[src/sla_pkg.sv]
// Package for the skyline lightmap allocator.
// Word types, action and status codes shared by the core and the top level.
// No dependencies.
package sla_pkg;

  localparam logic ACT_BEGIN = 1'b0;
  localparam logic ACT_ALLOC = 1'b1;

  localparam logic [1:0] ST_PLACED    = 2'd0;
  localparam logic [1:0] ST_DONE      = 2'd1;
  localparam logic [1:0] ST_EXHAUSTED = 2'd2;
  localparam logic [1:0] ST_NOFIT     = 2'd3;

  typedef struct packed {
    logic        action;
    logic [10:0] extent_s;
    logic [10:0] extent_t;
    logic        skip_surface;
  } sla_in_t;

  typedef struct packed {
    logic [6:0]  pos_x;
    logic [6:0]  pos_y;
    logic [3:0]  page_index;
    logic [15:0] byte_offset;
    logic [1:0]  status;
  } sla_out_t;

endpackage

[src/sla_ram.sv]
// Generic single-write, single-read RAM with registered read data.
// No dependencies.
module sla_ram #(
  parameter int WIDTH = 8,
  parameter int DEPTH = 128
) (
  input  logic                     clk,
  input  logic                     we,
  input  logic [$clog2(DEPTH)-1:0] waddr,
  input  logic [WIDTH-1:0]         wdata,
  input  logic [$clog2(DEPTH)-1:0] raddr,
  output logic [WIDTH-1:0]         rdata
);

  logic [WIDTH-1:0] mem [DEPTH];

  always_ff @(posedge clk) begin
    if (we) begin
      mem[waddr] <= wdata;
    end
    rdata <= mem[raddr];
  end

endmodule

[src/sla_core.sv]
// Sequencer and shared compare unit of the skyline allocator.
// Scans windows through the column height RAM, one height per cycle within a window.
// Depends on sla_pkg.
module sla_core #(
  parameter int COLUMNS         = 128,
  parameter int ROWS            = 128,
  parameter int PAGES           = 16,
  parameter int BYTES_PER_TEXEL = 4
) (
  input  logic                                        clk,
  input  logic                                        rst_n,
  input  logic                                        in_valid,
  input  sla_pkg::sla_in_t                            in_data,
  output logic                                        in_ready,
  output logic                                        res_valid,
  output sla_pkg::sla_out_t                           res_data,
  input  logic                                        res_take,
  output logic                                        ram_we,
  output logic [((COLUMNS > 1) ? $clog2(COLUMNS) : 1)-1:0] ram_waddr,
  output logic [$clog2(ROWS + 1)-1:0]                 ram_wdata,
  output logic [((COLUMNS > 1) ? $clog2(COLUMNS) : 1)-1:0] ram_raddr,
  input  logic [$clog2(ROWS + 1)-1:0]                 ram_rdata
);

  import sla_pkg::*;

  localparam int CW = (COLUMNS > 1) ? $clog2(COLUMNS) : 1;
  localparam int HW = $clog2(ROWS + 1);
  localparam int PW = (PAGES > 1) ? $clog2(PAGES) : 1;
  localparam int LW = ((CW + 1) > 9) ? (CW + 1) : 9;
  localparam int SW = ((HW > 8) ? HW : 8) + 1;
  localparam logic [LW-1:0] COLS_L  = LW'(COLUMNS);
  localparam logic [SW-1:0] ROWS_S  = SW'(ROWS);
  localparam logic [HW-1:0] ROWS_H  = HW'(ROWS);
  localparam logic [PW:0]   PAGES_P = (PW + 1)'(PAGES);
  localparam logic [CW-1:0] LAST_C  = CW'(COLUMNS - 1);

  typedef enum logic [5:0] {
    S_CLEAR  = 6'b000001,
    S_IDLE   = 6'b000010,
    S_SCAN   = 6'b000100,
    S_DECIDE = 6'b001000,
    S_WRITE  = 6'b010000,
    S_FINISH = 6'b100000
  } state_t;

  state_t          state_r, state_nxt;
  logic [CW-1:0]   i_r, i_nxt;
  logic [7:0]      j_r, j_nxt;
  logic            rdv_r, rdv_nxt;
  logic [HW-1:0]   peak_r, peak_nxt;
  logic [HW-1:0]   best_r, best_nxt;
  logic [CW-1:0]   bx_r, bx_nxt;
  logic            found_r, found_nxt;
  logic [7:0]      w_r, w_nxt;
  logic [7:0]      h_r, h_nxt;
  logic [PW-1:0]   page_r, page_nxt;
  logic            retry_r, retry_nxt;
  logic            begin_r, begin_nxt;
  logic [CW-1:0]   clr_r, clr_nxt;
  logic [15:0]     lin_r, lin_nxt;
  sla_out_t        res_r, res_nxt;

  logic [7:0]      w_in, h_in, scan_w;
  logic            start_scan;
  logic            brk, last_j;
  logic [HW-1:0]   peak_new;
  logic [LW-1:0]   lim, i_inc;
  logic [SW-1:0]   top_s;
  logic [31:0]     lin_full, off_full;

  assign w_in     = 8'(in_data.extent_s[10:4]) + 8'd1;
  assign h_in     = 8'(in_data.extent_t[10:4]) + 8'd1;
  assign brk      = rdv_r && (ram_rdata >= best_r);
  assign last_j   = rdv_r && !brk && (j_r == w_r);
  assign peak_new = (rdv_r && (ram_rdata > peak_r)) ? ram_rdata : peak_r;
  assign lim      = COLS_L - LW'(w_r);
  assign i_inc    = LW'(i_r) + LW'(1);
  assign top_s    = SW'(best_r) + SW'(h_r);
  assign lin_full = 32'(best_r) * 32'(COLUMNS) + 32'(bx_r);
  assign off_full = 32'(lin_r) * 32'(BYTES_PER_TEXEL);

  assign in_ready  = (state_r == S_IDLE);
  assign res_valid = (state_r == S_FINISH);
  assign res_data  = res_r;

  always_comb begin
    state_nxt  = state_r;
    i_nxt      = i_r;
    j_nxt      = j_r;
    rdv_nxt    = 1'b0;
    peak_nxt   = peak_r;
    best_nxt   = best_r;
    bx_nxt     = bx_r;
    found_nxt  = found_r;
    w_nxt      = w_r;
    h_nxt      = h_r;
    page_nxt   = page_r;
    retry_nxt  = retry_r;
    begin_nxt  = begin_r;
    clr_nxt    = clr_r;
    lin_nxt    = lin_r;
    res_nxt    = res_r;
    ram_we     = 1'b0;
    ram_waddr  = clr_r;
    ram_wdata  = '0;
    ram_raddr  = i_r + CW'(j_r);
    start_scan = 1'b0;
    scan_w     = w_r;

    unique case (state_r)
      S_CLEAR: begin
        ram_we    = 1'b1;
        ram_waddr = clr_r;
        ram_wdata = '0;
        clr_nxt   = clr_r + CW'(1);
        if (clr_r == LAST_C) begin
          if (retry_r) begin
            start_scan = 1'b1;
          end else if (begin_r) begin
            res_nxt        = '0;
            res_nxt.status = ST_DONE;
            state_nxt      = S_FINISH;
          end else begin
            state_nxt = S_IDLE;
          end
        end
      end
      S_IDLE: begin
        if (in_valid) begin
          if (in_data.action == ACT_BEGIN) begin
            page_nxt  = '0;
            begin_nxt = 1'b1;
            retry_nxt = 1'b0;
            clr_nxt   = '0;
            state_nxt = S_CLEAR;
          end else if (in_data.skip_surface) begin
            res_nxt        = '0;
            res_nxt.status = ST_DONE;
            state_nxt      = S_FINISH;
          end else begin
            w_nxt      = w_in;
            h_nxt      = h_in;
            scan_w     = w_in;
            retry_nxt  = 1'b0;
            begin_nxt  = 1'b0;
            start_scan = 1'b1;
          end
        end
      end
      S_SCAN: begin
        if (brk || last_j) begin
          if (last_j) begin
            bx_nxt    = i_r;
            best_nxt  = peak_new;
            found_nxt = 1'b1;
          end
          peak_nxt = '0;
          j_nxt    = '0;
          if (i_inc >= lim) begin
            state_nxt = S_DECIDE;
          end else begin
            i_nxt = CW'(i_inc);
          end
        end else begin
          peak_nxt = peak_new;
          j_nxt    = j_r + 8'd1;
          rdv_nxt  = 1'b1;
        end
      end
      S_DECIDE: begin
        if (found_r && (top_s <= ROWS_S)) begin
          lin_nxt   = lin_full[15:0];
          j_nxt     = '0;
          state_nxt = S_WRITE;
        end else if (retry_r) begin
          res_nxt        = '0;
          res_nxt.status = ST_NOFIT;
          state_nxt      = S_FINISH;
        end else if (({1'b0, page_r} + (PW + 1)'(1)) >= PAGES_P) begin
          res_nxt        = '0;
          res_nxt.status = ST_EXHAUSTED;
          state_nxt      = S_FINISH;
        end else begin
          page_nxt  = page_r + PW'(1);
          retry_nxt = 1'b1;
          clr_nxt   = '0;
          state_nxt = S_CLEAR;
        end
      end
      S_WRITE: begin
        ram_we    = 1'b1;
        ram_waddr = bx_r + CW'(j_r);
        ram_wdata = HW'(top_s);
        j_nxt     = j_r + 8'd1;
        if (j_r == (w_r - 8'd1)) begin
          res_nxt.pos_x       = 7'(bx_r);
          res_nxt.pos_y       = 7'(best_r);
          res_nxt.page_index  = 4'(page_r);
          res_nxt.byte_offset = off_full[15:0];
          res_nxt.status      = ST_PLACED;
          state_nxt           = S_FINISH;
        end
      end
      S_FINISH: begin
        if (res_take) begin
          begin_nxt = 1'b0;
          retry_nxt = 1'b0;
          state_nxt = S_IDLE;
        end
      end
      default: begin
        state_nxt = S_IDLE;
      end
    endcase

    if (start_scan) begin
      i_nxt     = '0;
      j_nxt     = '0;
      peak_nxt  = '0;
      best_nxt  = ROWS_H;
      found_nxt = 1'b0;
      if (LW'(scan_w) >= COLS_L) begin
        state_nxt = S_DECIDE;
      end else begin
        state_nxt = S_SCAN;
      end
    end
  end

  always_ff @(posedge clk) begin
    if (!rst_n) begin
      state_r <= S_CLEAR;
      rdv_r   <= 1'b0;
      page_r  <= '0;
      retry_r <= 1'b0;
      begin_r <= 1'b0;
      clr_r   <= '0;
    end else begin
      state_r <= state_nxt;
      rdv_r   <= rdv_nxt;
      page_r  <= page_nxt;
      retry_r <= retry_nxt;
      begin_r <= begin_nxt;
      clr_r   <= clr_nxt;
    end
  end

  always_ff @(posedge clk) begin
    i_r     <= i_nxt;
    j_r     <= j_nxt;
    peak_r  <= peak_nxt;
    best_r  <= best_nxt;
    bx_r    <= bx_nxt;
    found_r <= found_nxt;
    w_r     <= w_nxt;
    h_r     <= h_nxt;
    lin_r   <= lin_nxt;
    res_r   <= res_nxt;
  end

endmodule

[src/skyline_lightmap_allocator.sv]
// Skyline lightmap allocator: a skip goes straight to the result and a begin first clears the
// height RAM; an allocate scans start columns (a window may stop early), decides and writes w
// heights when placed, then gives the result; a page advance adds a clear and a second scan.
// One word in flight: in_ready rises with out_valid, as the result enters the output register.
// Reset (synchronous, rst_n low) zeroes the page and runs a clear of every column of
// the height RAM, during which in_ready stays low.
module skyline_lightmap_allocator #(
  parameter int COLUMNS         = 128,
  parameter int ROWS            = 128,
  parameter int PAGES           = 16,
  parameter int BYTES_PER_TEXEL = 4
) (
  input  logic              clk,
  input  logic              rst_n,
  input  logic              in_valid,
  output logic              in_ready,
  input  sla_pkg::sla_in_t  in_data,
  output logic              out_valid,
  input  logic              out_ready,
  output sla_pkg::sla_out_t out_data
);

  import sla_pkg::*;

  localparam int CW = (COLUMNS > 1) ? $clog2(COLUMNS) : 1;
  localparam int HW = $clog2(ROWS + 1);

  logic          res_valid, res_take;
  sla_out_t      res_data;
  logic          ram_we;
  logic [CW-1:0] ram_waddr, ram_raddr;
  logic [HW-1:0] ram_wdata, ram_rdata;
  logic          out_valid_r, out_valid_nxt;
  sla_out_t      out_data_r, out_data_nxt;

  sla_ram #(
    .WIDTH (HW),
    .DEPTH (COLUMNS)
  ) u_heights (
    .clk   (clk),
    .we    (ram_we),
    .waddr (ram_waddr),
    .wdata (ram_wdata),
    .raddr (ram_raddr),
    .rdata (ram_rdata)
  );

  sla_core #(
    .COLUMNS         (COLUMNS),
    .ROWS            (ROWS),
    .PAGES           (PAGES),
    .BYTES_PER_TEXEL (BYTES_PER_TEXEL)
  ) u_core (
    .clk       (clk),
    .rst_n     (rst_n),
    .in_valid  (in_valid),
    .in_data   (in_data),
    .in_ready  (in_ready),
    .res_valid (res_valid),
    .res_data  (res_data),
    .res_take  (res_take),
    .ram_we    (ram_we),
    .ram_waddr (ram_waddr),
    .ram_wdata (ram_wdata),
    .ram_raddr (ram_raddr),
    .ram_rdata (ram_rdata)
  );

  assign res_take      = res_valid && (!out_valid_r || out_ready);
  assign out_valid_nxt = res_take || (out_valid_r && !out_ready);
  assign out_data_nxt  = res_take ? res_data : out_data_r;
  assign out_valid     = out_valid_r;
  assign out_data      = out_data_r;

  always_ff @(posedge clk) begin
    if (!rst_n) begin
      out_valid_r <= 1'b0;
    end else begin
      out_valid_r <= out_valid_nxt;
    end
  end

  always_ff @(posedge clk) begin
    out_data_r <= out_data_nxt;
  end

  a_fail_fields_zero: assert property (@(posedge clk) disable iff (!rst_n)
    out_valid && (out_data.status != ST_PLACED) |->
      (out_data.pos_x == '0) && (out_data.pos_y == '0) &&
      (out_data.page_index == '0) && (out_data.byte_offset == '0))
    else $error("non-placed word carries position data");

  a_busy_after_accept: assert property (@(posedge clk) disable iff (!rst_n)
    in_valid && in_ready |=> !in_ready)
    else $error("ready stayed high after accepting a word");

  a_result_after_busy: assert property (@(posedge clk) disable iff (!rst_n)
    $rose(out_valid) |-> $past(!in_ready))
    else $error("result appeared without a busy cycle");

endmodule

[config.mk]
export PLATFORM = sky130hd
export DESIGN_NAME = skyline_lightmap_allocator
export DESIGN_NICKNAME = d
export VERILOG_FILES = /design/src/sla_pkg.sv /design/src/sla_ram.sv /design/src/sla_core.sv /design/src/skyline_lightmap_allocator.sv
export SDC_FILE = /design/constraint.sdc
export NUM_CORES = 1
export LEC_CHECK = 0
export BUFFER_PORTS_ARGS = -buffer_cell sky130_fd_sc_hd__buf_2
export CORE_MARGIN = 1.5
export CORE_UTILIZATION = 42
export DETAILED_ROUTE_END_ITERATION = 8
export MAX_ROUTING_LAYER = met4
export PLACE_DENSITY = 0.68
export SLEW_MARGIN = 20
export SYNTH_ARGS = -nofsm -noshare
export SYNTH_HDL_FRONTEND = slang
export SYNTH_SLANG_ARGS = --single-unit
[constraint.sdc]
create_clock -name clk -period 5.65 [get_ports clk]
set_input_delay 0.565 -clock clk [delete_from_list [all_inputs] [get_ports clk]]
set_output_delay 0.565 -clock clk [all_outputs]
set_load 0.005 [all_outputs]
==> summary.md, run 1 <==
| Metric | Value |
|---|---|
| Final nets | 2710 |
| Max Cap Violations | 0 |
| Final setup vio count | 0 |
| Startpoint types | register |
| Reg clk slew, reported paths | 0.07 ns |
| Average wire per standard cell | 25.2 microns |
| Final-report max-slew violation count | 0 |
| Post-CTS sizing | 0 |
| Area occupied by multi-input gates | 12300 sq um |
| Remaining DRCs | 0 |
| Placer Congestion | 0.866 |
| Die W | 340 microns |
| CTS Buf Count | 118 |
| Setup bufs post-CTS | 0 |
| Area after DPL | 50700 sq um |
| Post-synth cell types | 71 |
| GRT Total Usage | 18.9% |
| Reg2reg start | u_core.j_r[0]$_SDFFE_PP0P_ |
| Worst hold start | in_data[16] |
| Most common cell in the netlist | edfxtp_1 |
| Area growth, synth to finish | 14.0% |
| Post-synthesis mux area share | 15.6% |
| Row Count | 123 |
| Port bufs | 55 |
| Hold path depth | 2 |
| Filler instances | 9064 |
| Total negative slack | 0 ns |
| CP Data Arrival Time | 4.82 ns |
| Mapped cell area | 47800 sq um |
| Post-synth top area share | 70.7% |
| Initial antenna violation count | 1 |
| Hold Crit Class | in -> reg |
| Post-CTS Hold Fix Bufs | 0 |
| Clock skew | 0.0307 ns |
| Sequential area share after synthesis | 73.4% |
| Drt total wl | 106000 microns |
| Area leader, netlist | edfxtp_1 |
| Sink of the worst hold path | u_core.w_r[0]$_DFF_P_ |
| R2R depth | 10 |
| Die height | 340 microns |
| Slew HR | 23.9% |
| Most common library cells after synthesis | 1125 x edfxtp_1, 320 x mux4_2, 119 x nand2_1 |
| Largest family of logic cells by synthesized area | multiplexers |
| Sequential standard cell area | 35100 sq um |
| Reg2reg setup slack | 1.13 ns |
| Status | complete, no violations |
| Min Hold Slack | 0.103 ns |
| ANT nets after route | 0 |
| Final period utilization | 80.0% |
| Post-synthesis adder-cell area fraction | 1.46% |
| Area contributors post-synth | edfxtp_1 71%, mux4_2 15%, dfxtp_1 2.7% |
| CTS root buf | clkbuf_16 |
| Post-synthesis xor/xnor area fraction | 1.08% |
| Complex-gate fraction of the synthesized area | 2.26% |
| Peak Freq | 221 MHz |
| Largest net degree at the start of global routing | 129 |
| Min cycle time layout | 4.52 ns |
| FFs w/ async S/R, synth | 0% |
| WS Path Type | reg -> reg |
| CTS H-Tree Depth | 3 |
| Core area | 113000 sq um |
| Initial DRC count | 2687 |
| Ys Warns | 0 |
| Mean post-synth cell area | 19.4 sq um |
| Final Non-Filler Cells | 4212 |
| Clock Tree Buf Depth | 3 |
| Initial Util | 42.4% |
| Vias in the first global route | 24800 |
| Post-synth top flop | edfxtp_1 |
| Setup slack at placement | 1.21 ns |
| First-pass GRT wire length | 159000 microns |
| # diodes | 0 |
| Simple-gate portion of the synthesized area | 4.81% |
| #FFs+latches synth | 1190 |
| Via density | 5.72 |
| VDD IR-drop max | 0.301 mV |
| Syn Inst Count | 2458 |
| Final hold viol count | 0 |
| Leakage | 15.8 nW |
| Grt total ovfl | 0 |
| Ports | 66 |
| CP Capture Type | register |
| Number of synthesized flops with an enable pin | 1125 |
| RSZ-0062 raised after global routing | false |
| DR vias | 24100 |
| R2r endpoint | u_heights.mem[76][0]$_DFFE_PP_ |
| Clock sinks | 1190 |
| CP Max Fanout | 16 |
| PnR worst setup slack | 1.13 ns |
| Critical Path RT | 5.96 ns |
| DRT Pass-1 Iters | 5 |
| Fin area | 54500 sq um |
| CTS tree | done |
| Power Dens Cells | 419 nW/um^2 |
| Die area | 116000 sq um |
| Placed cell count | 4005 |
| Clk_lat worst skew | 0.70 ns |
| Hpwl dp | 65900 microns |
| Share of cells above drive strength 1 | 26.7% |
| Critical path origin | u_core.j_r[0]$_SDFFE_PP0P_ |
| Slew @ Worst Pin | 1.14 ns |
-- kinds of logic after synthesis --
family	Yosys count
compound gates	167
fa+ha+maj	54
mux	345
xor+xnor	59
flops	1190
buf+inv	164
simple gates	478
other cells	1
-- cell usage in the layout, fill, tap and decap left out, types with 8 or more instances in the layout --
| cell | n |
|---|---|
| a21o_1 | 12 |
| a21oi_1 | 48 |
| a22o_1 | 9 |
| and2_1 | 27 |
| and3_1 | 9 |
| buf_12 | 12 |
| buf_2 | 55 |
| buf_4 | 106 |
| bufinv_16 | 11 |
| clkbuf_1 | 31 |
| clkbuf_16 | 119 |
| clkinv_1 | 19 |
| clkinv_2 | 13 |
| dfxtp_1 | 65 |
| edfxtp_1 | 1125 |
| ha_1 | 50 |
| inv_1 | 33 |
| mux2i_1 | 17 |
| mux4_2 | 320 |
| nand2_1 | 119 |
| nand3_1 | 45 |
| nand3b_1 | 10 |
| nor2_1 | 98 |
| nor3_1 | 75 |
| nor3_2 | 27 |
| o211ai_1 | 13 |
| o21ai_0 | 33 |
| or2_2 | 9 |
| or4_1 | 8 |
| xnor2_1 | 33 |
| xor2_1 | 21 |
-- per-layer routing --
layer  share of wire, %  global-route usage, %  vias up
met3                6.8                   2.92      169
met2                 50                   30.6      965
met5                  0                      -        -
met4                2.5                   5.20        0
li1                   -                      -    10300
met1                 41                   25.0    12600
-- how the worst max path moves through the flow --
stage,slack [ns],endpoint,cells after the start
after floorplan,0.41,u_heights.mem[0][6]$_DFFE_PP_,8
after global placement,1.28,u_heights.mem[21][7]$_DFFE_PP_,6
after detailed placement,1.21,u_heights.mem[76][0]$_DFFE_PP_,10
after CTS,1.22,u_heights.mem[76][0]$_DFFE_PP_,10
after global routing,0.87,u_heights.mem[76][2]$_DFFE_PP_,10
final,1.13,u_heights.mem[76][0]$_DFFE_PP_,10
-- cell type report --
class	count	area share, %
multi-input cells	1105	22.6
clock inverters	52	1.09
well taps	1500	3.44
repair buffers	176	2.53
flip-flops and latches	1190	64.4
inverters	37	0.264
clock buffers	152	5.73
-- critical path, stage by stage (launching register included) --
cell      delay, ns
dfxtp_1        0.42
ha_1           0.27
fa_1           0.40
a21o_1         0.17
a21oi_1        0.23
xnor2_1        0.15
nor2_1         0.06
a21oi_1        0.48
nand2b_1       0.65
nand3b_1       0.59
nor2_1         0.72
-- power breakdown --
group	total [mW]	switching [mW]	leakage [nW]	internal, mW
clock	7.59	3.22	1.80	4.38
combinational	5.11	3.09	4.73	2.02
sequential	10.1	0.214	9.23	9.93
-- per-stage QoR --
| step | utilization, % | power, mW |
|---|---|---|
| 5_1_grt | 48.4 | 23.7 |
| 2_1_floorplan | - | 13.8 |
| 6_report | 48.4 | 22.8 |
| 3_5_place_dp | 45.0 | 15.5 |
| 3_3_place_gp | 44.9 | 15.4 |
| 4_1_cts | 48.3 | 23.0 |
-- state kept, by name, indices dropped and copies added (netlist names), 8 cells and up, named ones only --
signal,flops
out_data,34
u_core.best_r,8
u_core.h_r,8
u_core.j_r,8
u_core.lin_r,14
u_core.peak_r,8
u_core.res_data,34
u_heights.mem,1024
u_heights.rdata,8
Note: power is estimated with default switching activity, not from simulation.
==> run 2: changes to the inputs <==
--- a/config.mk
+++ b/config.mk
@@ -10,7 +10,7 @@
 export CORE_UTILIZATION = 42
 export DETAILED_ROUTE_END_ITERATION = 8
 export MAX_ROUTING_LAYER = met4
-export PLACE_DENSITY = 0.68
+export PLACE_DENSITY = 0.66
 export SLEW_MARGIN = 20
 export SYNTH_ARGS = -nofsm -noshare
 export SYNTH_HDL_FRONTEND = slang
==> constraint.sdc (replaced) <==
create_clock -name clk -period 4.5 [get_ports clk]
set_input_delay 0.45 -clock clk [delete_from_list [all_inputs] [get_ports clk]]
set_output_delay 0.45 -clock clk [all_outputs]
set_load 0.005 [all_outputs]
==> run 2 against run 1 <==
Count of clock-buffer cells in the layout fell by 14. Global-route usage down 0.26 points. Sequential share of layout area down 0.58 points. Final area grew 0.91%. Clock skew grew 0.0067 ns. Setup slack got worse by 0.80 ns. Routed wire length fell by 1.6%. Sequential power rose by 27%. Power up 27%. Worst hold slack got worse by 0.047 ns. Fmax up 8.4%. Register-to-register slack worse by 0.80 ns. Critical endpoint is now u_heights.mem[33][3]$_DFFE_PP_.
==> summary.md, run 2 (synthesis gave the netlist of run 1 again) <==
| Metric | Value |
|---|---|
| Worst hold start | in_data[5] (was in_data[16]) |
| Hpwl dp | 65800 microns (was 65900 microns) |
| Die area | 116000 sq um (unchanged) |
| CTS root buf | clkbuf_16 (unchanged) |
| Via density | 5.65 (was 5.72) |
| Total negative slack | 0 ns (unchanged) |
| Port bufs | 55 (unchanged) |
| Core area | 113000 sq um (unchanged) |
| Power Dens Cells | 528 nW/um^2 (was 419 nW/um^2) |
| ANT nets after route | 0 (unchanged) |
| Fin area | 55000 sq um (was 54500 sq um) |
| Post-CTS sizing | 0 (unchanged) |
| Initial DRC count | 2104 (was 2687) |
| DRT Pass-1 Iters | 5 (unchanged) |
| Max Cap Violations | 0 (unchanged) |
| Average wire per standard cell | 24.7 microns (was 25.2 microns) |
| Worst-path cell chain | ha_1 -> fa_1 -> a21o_1 -> a21oi_1 -> o21bai_1 -> a21oi_1 -> xnor2_1 -> a21oi_1 -> or2_2 -> buf_4 -> nor2_1 (was ha_1 -> fa_1 -> a21o_1 -> a21oi_1 -> xnor2_1 -> nor2_1 -> a21oi_1 -> nand2b_1 -> nand3b_1 -> nor2_1) |
| Peak Freq | 240 MHz (was 221 MHz) |
| Final period utilization | 92.6% (was 80.0%) |
| Clock sinks | 1190 (unchanged) |
| CTS tree | done (unchanged) |
| Biggest register | u_heights.mem (unchanged) |
| Final Non-Filler Cells | 4228 (was 4212) |
| WS Path Type | reg -> reg (unchanged) |
| Vias in the first global route | 24500 (was 24800) |
| CP Data Arrival Time | 4.48 ns (was 4.82 ns) |
| GRT Total Usage | 18.6% (was 18.9%) |
| Drt total wl | 104000 microns (was 106000 microns) |
| Reg2reg setup slack | 0.33 ns (was 1.13 ns) |
| Initial antenna violation count | 0 (was 1) |
| DR vias | 23900 (was 24100) |
| CP Max Fanout | 22 (was 16) |
| Hold path depth | 2 (unchanged) |
| Setup slack at placement | 0.300 ns (was 1.21 ns) |
| Largest net degree at the start of global routing | 129 (unchanged) |
| VDD IR-drop max | 0.402 mV (was 0.301 mV) |
| Slowest cell delay on critical path | 0.79 ns (was 0.72 ns) |
| Ports | 66 (unchanged) |
| Row Count | 123 (unchanged) |
| Status | complete, no violations (unchanged) |
| Area after DPL | 50800 sq um (was 50700 sq um) |
| Met2 wire length | 52700 microns (was 52800 microns) |
| Final-report max-slew violation count | 0 (unchanged) |
| Grt total ovfl | 0 (unchanged) |
| DR WL met3 | 6920 microns (was 7200 microns) |
| Hold Crit Class | in -> reg (unchanged) |
| RSZ-0062 raised after global routing | false (unchanged) |
| Clock skew | 0.0375 ns (was 0.0307 ns) |
| Slew @ Worst Pin | 1.11 ns (was 1.14 ns) |
| Critical Path RT | 4.81 ns (was 5.96 ns) |
| PnR worst setup slack | 0.331 ns (was 1.13 ns) |
| Most common cell after layout, fill and taps aside | edfxtp_1 (unchanged) |
| Initial Util | 42.4% (unchanged) |
| Placed cell count | 4010 (was 4005) |
| R2r endpoint | u_heights.mem[33][3]$_DFFE_PP_ (was u_heights.mem[76][0]$_DFFE_PP_) |
| Placer Congestion | 0.840 (was 0.866) |
| Min cycle time layout | 4.17 ns (was 4.52 ns) |
| Die W | 340 microns (unchanged) |
| Most frequent cells in the layout | 1125 x edfxtp_1, 320 x mux4_2, 119 x nand2_1 (was 1125 x edfxtp_1, 320 x mux4_2, 119 x nand2_1, 119 x clkbuf_16, 106 x buf_4) |
| Reg2reg start | u_core.bx_r[0]$_DFFE_PP_ (was u_core.j_r[0]$_SDFFE_PP0P_) |
| Clk_lat worst skew | 0.71 ns (was 0.70 ns) |
| Clock Tree Buf Depth | 3 (unchanged) |
| Share of cells above drive strength 1 | 28.3% (was 26.7%) |
| R2R depth | 11 (was 10) |
| CP dominant cell by count | a21oi_1 |
| Remaining DRCs | 0 (unchanged) |
| M1 WL | 42300 microns (was 43500 microns) |
| Sink of the worst hold path | u_core.h_r[0]$_DFFE_PP_ (was u_core.w_r[0]$_DFF_P_) |
| CTS H-Tree Depth | 3 (unchanged) |
| First-pass GRT wire length | 157000 microns (was 159000 microns) |
| Final setup vio count | 0 (unchanged) |
| Reg clk slew, reported paths | 0.06 ns (was 0.07 ns) |
| CTS Buf Count | 116 (was 118) |
| Slew HR | 25.3% (was 23.9%) |
| Max Used Layer | met4 (unchanged) |
| Area growth, synth to finish | 15.1% (was 14.0%) |
| Leakage | 15.9 nW (was 15.8 nW) |
| Min Hold Slack | 0.0559 ns (was 0.103 ns) |
| Final hold viol count | 0 (unchanged) |
| Die height | 340 microns (unchanged) |
| Layout Utilization | 48.8% (was 48.4%) |
| # diodes | 0 (unchanged) |
| Final nets | 2711 (was 2710) |
| Crit-path slowest cell | nor2_1 (unchanged) |
| Final Total Pwr | 29.1 mW (was 22.8 mW) |
| CP Capture Type | register (unchanged) |
| Largest register FFs | 1024 (unchanged) |
| Startpoint types | register (unchanged) |
-- run 2: changes by cell type in the layout (fill, tap and decap cells not counted), moves of 4 or more --
| cell | change |
|---|---|
| nor3_1 | -32 |
| nor3_2 | +31 |
| buf_12 | +11 |
| clkbuf_1 | -10 |
| clkinv_2 | +8 |
| bufinv_16 | +7 |
| clkinv_1 | +7 |
| buf_4 | -6 |
| clkinvlp_4 | +4 |
-- run 2: worst max path at each step --
| stage | start | endpoint | slack [ns] | cells past startpoint |
|---|---|---|---|---|
| 2_1_floorplan | u_core.best_r[0]$_SDFFE_PP0P_ | u_core.res_data[0]$_DFFE_PP_ | 0.49 | 10 |
| 3_3_place_gp | u_core.bx_r[0]$_DFFE_PP_ | u_heights.mem[8][4]$_DFFE_PP_ | 0.31 | 12 |
| 3_5_place_dp | u_core.bx_r[0]$_DFFE_PP_ | u_heights.mem[19][1]$_DFFE_PP_ | 0.30 | 12 |
| 4_1_cts | u_core.bx_r[0]$_DFFE_PP_ | u_heights.mem[19][7]$_DFFE_PP_ | 0.29 | 12 |
| 5_1_grt | u_core.bx_r[0]$_DFFE_PP_ | u_heights.mem[93][0]$_DFFE_PP_ | 0.13 | 10 |
| 6_report | u_core.bx_r[0]$_DFFE_PP_ | u_heights.mem[33][3]$_DFFE_PP_ | 0.33 | 11 |
-- run 2: cell type report --
type	instances	area [sq um]
tap	1500	1880
timing repair buffer	179	1500
clock buffer	138	3010
fill	9021	57600
sequential	1190	35100
clock inverter	79	926
multi-input combinational	1105	12500
inverter	37	144
-- run 2: report_power, final --
| part | leakage [nW] | switching (mW) | total, mW | internal [mW] |
|---|---|---|---|---|
| Combinational | 4.76 | 3.81 | 6.41 | 2.60 |
| Sequential | 9.23 | 0.288 | 12.8 | 12.5 |
| Clock | 1.90 | 4.10 | 9.91 | 5.81 |
-- run 2: layer usage --
layer,GRT usage [%],vias up
met3,2.98,152
met1,24.1,12500
met2,30.7,882
met4,5.06,0
met5,-,-
li1,-,10400
-- run 2: repair_timing --
action	CTS	global route
setup buffers	0	0
hold buffers	1	0
hold endpoints to repair	1	0
-- run 2: critical path: cells and delay by family (launching register included) --
family          cells  cell delay (ns)
fa+ha+maj           2             0.67
xor+xnor            1             0.17
compound gates      5             0.88
simple gates        2             1.37
buf+inv             1             0.27
flops               1             0.42
